$ cat config.mk
export PLATFORM = sky130hd
export DESIGN_NAME = qslerp_div
export DESIGN_NICKNAME = d
export VERILOG_FILES = /design/src/rtl/qslerp_pkg.sv /design/src/rtl/qslerp_div.sv
export SDC_FILE = /design/constraint.sdc
export NUM_CORES = 2
export LEC_CHECK = 0
export ABC_AREA = 0
export BUFFER_PORTS_ARGS = -buffer_cell sky130_fd_sc_hd__buf_2
export CELL_PAD_IN_SITES_DETAIL_PLACEMENT = 1
export CELL_PAD_IN_SITES_GLOBAL_PLACEMENT = 2
export CORE_MARGIN = 4
export CORE_UTILIZATION = 30
export DETAILED_ROUTE_END_ITERATION = 6
export GPL_ROUTABILITY_DRIVEN = 0
export PLACE_DENSITY_LB_ADDON = 0.1
export SLEW_MARGIN = 20
export SYNTH_ARGS = -nofsm -noshare
export SYNTH_HDL_FRONTEND = slang
export SYNTH_SLANG_ARGS = --single-unit
$ cat constraint.sdc
create_clock -name clock -period 5.2 [get_ports clock]
set_clock_uncertainty 0.15 [all_clocks]
set_input_delay 0.78 -clock clock [delete_from_list [all_inputs] [get_ports clock]]
set_output_delay 0.78 -clock clock [all_outputs]
set_load 0.02 [all_outputs]
$ cat src/rtl/qslerp_pkg.sv
// ---------------------------------------------------------------------------
// qslerp_pkg
// Shared types, constants and the sine polynomial for the slerp pipeline.
// ---------------------------------------------------------------------------
package qslerp_pkg;

   // Width of angles, cosines and sines in Q0.30 (one extra bit holds 1.0).
   localparam int AW = 31;
   // Width of a component and of the blend factor.
   localparam int CW = 16;
   // Number of quaternion components.
   localparam int NCOMP = 4;
   // Number of bit steps of the arccos search (bit 29 down to bit 0).
   localparam int ACOS_STEPS = 30;
   // Stages of one sine evaluation: square, four Horner steps, final product.
   localparam int SINQ_LAT = 6;
   localparam int HORNER = SINQ_LAT - 2;
   // Quotient bits produced by the weight divider.
   localparam int QW = 32;

   localparam logic [AW-1:0] ONE30 = 31'h4000_0000;
   localparam logic [QW-1:0] W_MAX = 32'h8000_0000;
   localparam logic [CW-1:0] BLEND_ONE = 16'h8000;

   // Taylor coefficients of sin(pi/2 * z) in Q30, lowest order first.
   localparam logic [AW-1:0] C1 = 31'd1686629713;
   localparam logic [AW-1:0] C3 = 31'd693598668;
   localparam logic [AW-1:0] C5 = 31'd85569306;
   localparam logic [AW-1:0] C7 = 31'd5026995;
   localparam logic [AW-1:0] C9 = 31'd172272;

   // Coefficient used by Horner step k (step 0 is the seed value).
   function automatic logic [AW-1:0] sin_coef(input int k);
      logic [AW-1:0] r;
      unique case (k)
         0: r = C9;
         1: r = C7;
         2: r = C5;
         3: r = C3;
         default: r = C1;
      endcase
      return r;
   endfunction

   // Per-item data that rides along the pipeline.
   typedef struct packed {
      logic                       czero;  // cosine is exactly zero
      logic                       slerp;  // angle is large enough for slerp
      logic [CW-1:0]              t;      // saturated blend factor
      logic [NCOMP-1:0][CW:0]     bn;     // second quaternion, sign fixed
      logic [NCOMP-1:0][CW-1:0]   a;      // first quaternion
   } item_type;

endpackage

$ cat src/rtl/qslerp_div.sv
// ---------------------------------------------------------------------------
// qslerp_div
// Pipelined restoring divider for (num << 30) / den, one quotient bit per
// stage, several numerators sharing one divisor.
// ---------------------------------------------------------------------------
module qslerp_div import qslerp_pkg::*; #(
   parameter int LANES = 1,
   parameter int SB_W  = 1
) (
   input  logic                      clock,
   input  logic                      reset,
   input  logic                      en,
   input  logic                      in_valid,
   input  logic [LANES-1:0][AW-1:0]  in_num,
   input  logic [AW-1:0]             in_den,
   input  logic [SB_W-1:0]           in_sb,
   output logic                      out_valid,
   output logic [LANES-1:0][QW-1:0]  out_q,
   output logic [LANES-1:0]          out_ovf,
   output logic [SB_W-1:0]           out_sb
);

   logic [QW:0]     v_ff;
   logic [SB_W-1:0] sb_ff  [QW+1];
   logic [AW-1:0]   den_ff [QW+1];

   always_ff @(posedge clock) begin
      if (reset) begin
         v_ff <= '0;
      end else if (en) begin
         v_ff <= {v_ff[QW-1:0], in_valid};
      end
   end

   always_ff @(posedge clock) begin
      if (en) begin
         sb_ff[0]  <= in_sb;
         den_ff[0] <= in_den;
         for (int k = 1; k <= QW; k++) begin
            sb_ff[k]  <= sb_ff[k-1];
            den_ff[k] <= den_ff[k-1];
         end
      end
   end

   for (genvar l = 0; l < LANES; l++) begin : g_lane
      logic [AW-1:0] rem_ff [QW+1];
      logic [QW-1:0] q_ff   [QW+1];
      logic [1:0]    nlo_ff [QW+1];
      logic [QW:0]   ovf_ff;

      // Entry: a quotient of 2^32 or more only ever clamps.
      always_ff @(posedge clock) begin
         if (en) begin
            rem_ff[0] <= in_num[l] >> 2;
            nlo_ff[0] <= in_num[l][1:0];
            q_ff[0]   <= '0;
            ovf_ff[0] <= {2'b00, in_num[l]} >= {in_den, 2'b00};
         end
      end

      // One quotient bit per stage, most significant first.
      for (genvar k = 0; k < QW; k++) begin : g_bit
         localparam int QB = QW - 1 - k;
         logic          dbit;
         logic [AW:0]   trial;
         logic          ge;

         if (QB == QW - 1) begin : g_hi
            assign dbit = nlo_ff[k][1];
         end else if (QB == QW - 2) begin : g_lo
            assign dbit = nlo_ff[k][0];
         end else begin : g_zero
            assign dbit = 1'b0;
         end

         assign trial = {rem_ff[k], dbit};
         assign ge    = trial >= {1'b0, den_ff[k]};

         always_ff @(posedge clock) begin
            if (en) begin
               rem_ff[k+1] <= ge ? AW'(trial - {1'b0, den_ff[k]}) : AW'(trial);
               q_ff[k+1]   <= q_ff[k] | (QW'(ge) << QB);
               nlo_ff[k+1] <= nlo_ff[k];
               ovf_ff[k+1] <= ovf_ff[k];
            end
         end
      end

      assign out_q[l]   = q_ff[QW];
      assign out_ovf[l] = ovf_ff[QW];
   end

   assign out_valid = v_ff[QW];
   assign out_sb    = sb_ff[QW];

endmodule

==> impl_metrics.py <==
metrics = {
    "place": {
        "dp_hpwl_um": 299000,
        "io_buffers": 101,
        "post_dp_cell_area_mm2": 0.149,
        "dpl.cell_count": 18200,
        "dp_slack_ns": 0.270,
    },
    "min_path": {
        "hold-path-endpoint": "sb_ff[0][0]",
        "hold_path.startpoint": "en",
        "hold_class": "in2reg",
        "worstHoldPathCells": 1,
    },
    "power_and_ir_drop": {
        "ir_drop_v": 0.000282,
        "powerDensity_mw_per_mm2": 630,
        "finalPower_mw": 101,
        "p_leak_nw": 63.9,
    },
    "clock_tree": {
        "ctsRootBufferMaster": "clkbuf_16",
        "ctsResizeCount": 0,
        "clock_latency_ns": 0.93,
        "cts.path.max_buffers": 4,
        "cts_made_buffers": 324,
        "htree_levels": 5,
        "cts_tree": "yes",
        "post-cts-setup-buffers": 0,
        "clk_pin_slew_ns": 0.06,
        "cts_sinks": 2612,
    },
    "worst_setup_path": {
        "timing.reg2reg.setup_slack_ns": 0.30,
        "crit_top_cell": "a21oi_1",
        "r2r_start": "den_ff[0][31]",
        "max_stage_delay_ns": 0.62,
        "crit_type": "reg2reg",
        "r2r_cells": 15,
        "critPathCaptureType": "flop",
        "arrival_ns": 5.47,
        "required_ns": 5.78,
        "timing.rr.end": "g_lane[0].rem_ff[0][68]",
        "cp_max_fo": 27,
        "crit_start": "den_ff[0][31]",
        "cp_slowest_cell": "o41ai_2",
        "cp-start-kind": "flop",
        "crit_path_cell_trace": "ha_1 > fa_1 > nor2b_1 > o21ai_0 > a21o_1 > a21oi_1 > nor3_1 > o41ai_2 > a41o_1 > a41oi_1 > o21ai_4 > buf_12 > buf_4 > nor2_1 > a21oi_1",
    },
    "yosys": {
        "synth_async_sr_flop_share": 0,
        "synthesis.instances": 12100,
        "yosysTopAreaCell": "edfxtp_1",
        "synthTopCellsByCount": "edfxtp_1 (2579), inv_1 (1255), a21oi_1 (1094)",
        "ys.flop_type": "edfxtp_1",
        "synth_area_mm2": 0.140,
        "yosysWarnings": 0,
        "syn_area_per_cell_um2": 11.6,
        "synth_area_leaders": "edfxtp_1 (55%), ha_1 (9.1%), a21oi_1 (3.9%), inv_1 (3.4%), xnor2_1 (3.1%)",
        "synth_most_common_cell": "edfxtp_1",
        "yosys.cell_types.count": 89,
        "syn-num-nets": 13200,
        "ys_ff_latch": 2612,
        "ys_seq_area_frac": 0.556,
        "synthDominantCellAreaShare": 0.551,
        "synth-edff-count": 2579,
    },
    "sta": {
        "worstMarginPinSlew_ns": 1.16,
        "fin_ws_ns": 0.304,
        "drv_slew": 0,
        "hold_viol": 0,
        "finalSetupTns_ns": 0,
        "setup_viol": 0,
        "maxSlewHeadroom": 0.229,
        "fin_crit_ns": 4.90,
        "fmax_mhz": 204,
        "fin_crit_sh": 0.942,
        "whs_ns": 0.101,
        "rsz0062_at_grt": "no",
    },
    "route": {
        "ant_nets": 0,
        "vias": 91500,
        "drc": 0,
        "viasPerCell": 4.86,
        "first_pass_iters": 5,
        "initialDrtViolationCount": 4705,
        "wl_per_cell_um": 20.8,
        "routed_wl_um": 391000,
    },
    "floorplanning": {
        "rows": 251,
        "initial_core_util": 0.301,
        "io_pins": 102,
        "core_area_mm2": 0.467,
        "die_w_um": 692,
        "dieArea_mm2": 0.479,
        "fp.dieH_um": 692,
    },
    "grt": {
        "grtUsageTotal": 0.160,
        "grt_pass1_wl_um": 602000,
        "grt-ovfl-total": 0,
        "grt_max_degree": 154,
        "grt_pass1_vias": 97300,
        "antenna_found_initial": 1,
    },
    "layout": {
        "stdcell_area_mm2": 0.160,
        "nFillCells": 50400,
        "stdcell_count": 18800,
        "area_growth_pct": 14.0,
        "layout.nets": 13500,
        "layout-drive-gt1-share": 0.0914,
        "final_util": 0.343,
    },
    "job": {
        "cap_viol_max_count": 0,
    },
    "status": {
        "status": "complete, no violations",
    },
}
## state kept, by name (all words and copies together) (netlist names)
signal / flops
g_lane.nlo_ff: 3
out_ovf: 1
den_ff: 992
sb_ff: 33
v_ff: 33
g_lane.rem_ff: 990
g_lane.q_ff: 528
g_lane.ovf_ff: 32
## critical path: cells and delay by family (launching register included)
family / cells / cell delay [ns]
fa+ha+maj: 2 / 0.65
simple gates: 3 / 0.31
compound gates: 8 / 2.63
buf+inv: 2 / 0.48
flops: 1 / 0.41
## cells in the final DEF, fill, tap and decap left out, types with 29 or more instances in the layout
master            n
clkbuf_1         51
and3_1           83
dlygate4sd3_1    64
o21a_1           96
a21boi_0         29
nor3_1          133
xor2_1          348
mux2_2          382
a21oi_1        1091
buf_12           35
clkbuf_16       333
a21o_1          488
and2_1           52
nand2_1         689
edfxtp_1       2579
xnor2_1         497
nor2_1          748
buf_4            78
inv_1          1255
a211oi_1         68
fa_1             31
nor2b_1         147
nand3_1         189
nand2b_1        119
nand4_1         149
ha_1           1019
or3_1            41
clkinv_2         46
clkinv_1         63
o211ai_1         53
bufinv_16        29
o31ai_1          45
buf_2           100
dfxtp_1          33
o21bai_1        130
o21ai_0         732
a31oi_1          84
mux2i_1          41
## where the power goes
group | switching [mW] | internal (mW)
Combinational | 24.8 | 18.6
Sequential | 4.15 | 30.8
Clock | 9.25 | 13.2
Total | 38.2 | 62.7
## logic make-up (layout without fill, tap and decap cells)
| logic type | count (synthesis) | after routing | share of synthesized area |
|---|---|---|---|
| AND/OR/NAND/NOR | 2482 | 2482 | 0.0833 |
| other | 0 | 1 | 0 |
| flip-flops | 2612 | 2612 | 0.556 |
| adder cells (fa/ha/maj) | 1050 | 1050 | 0.0952 |
| XOR/XNOR | 845 | 845 | 0.0527 |
| multiplexers | 444 | 444 | 0.0352 |
| buffers and inverters | 1547 | 2114 | 0.0427 |
| AO/OA/AOI/OAI | 3089 | 3089 | 0.135 |
## area by class of cell
class | count | area (um2) | share of cell area
flip-flops and latches | 2612 | 78100 | 0.488
inverters | 1256 | 4710 | 0.0294
repair buffers | 279 | 2480 | 0.0155
well taps | 6198 | 7750 | 0.0484
diodes | 1 | 2.50 | 0.0000156
multi-input cells | 7910 | 56600 | 0.353
clock inverters | 191 | 1890 | 0.0118
clock buffers | 388 | 8580 | 0.0536
## worst max-delay path by stage
stage          slack (ns)                       end
4_1_cts              0.20   g_lane[0].rem_ff[0][68]
2_1_floorplan        1.29  g_lane[0].rem_ff[0][922]
3_3_place_gp         0.28   g_lane[0].rem_ff[0][68]
5_1_grt              0.05   g_lane[0].rem_ff[0][68]
6_report             0.30   g_lane[0].rem_ff[0][68]
3_5_place_dp         0.27   g_lane[0].rem_ff[0][68]
## layer usage
layer  global-route usage  part of all wire
met3               0.0154             0.022
met2                0.288              0.50
met5                    0                 0
met1                0.204              0.45
met4               0.0431             0.028
## repair_timing
| action | CTS | global route |
|---|---|---|
| hold buffers | 64 | 0 |
| endpoints found under the setup margin | 0 | 0 |
| hold endpoints to repair | 65 | 0 |
Note: power is estimated with default switching activity, not from simulation.
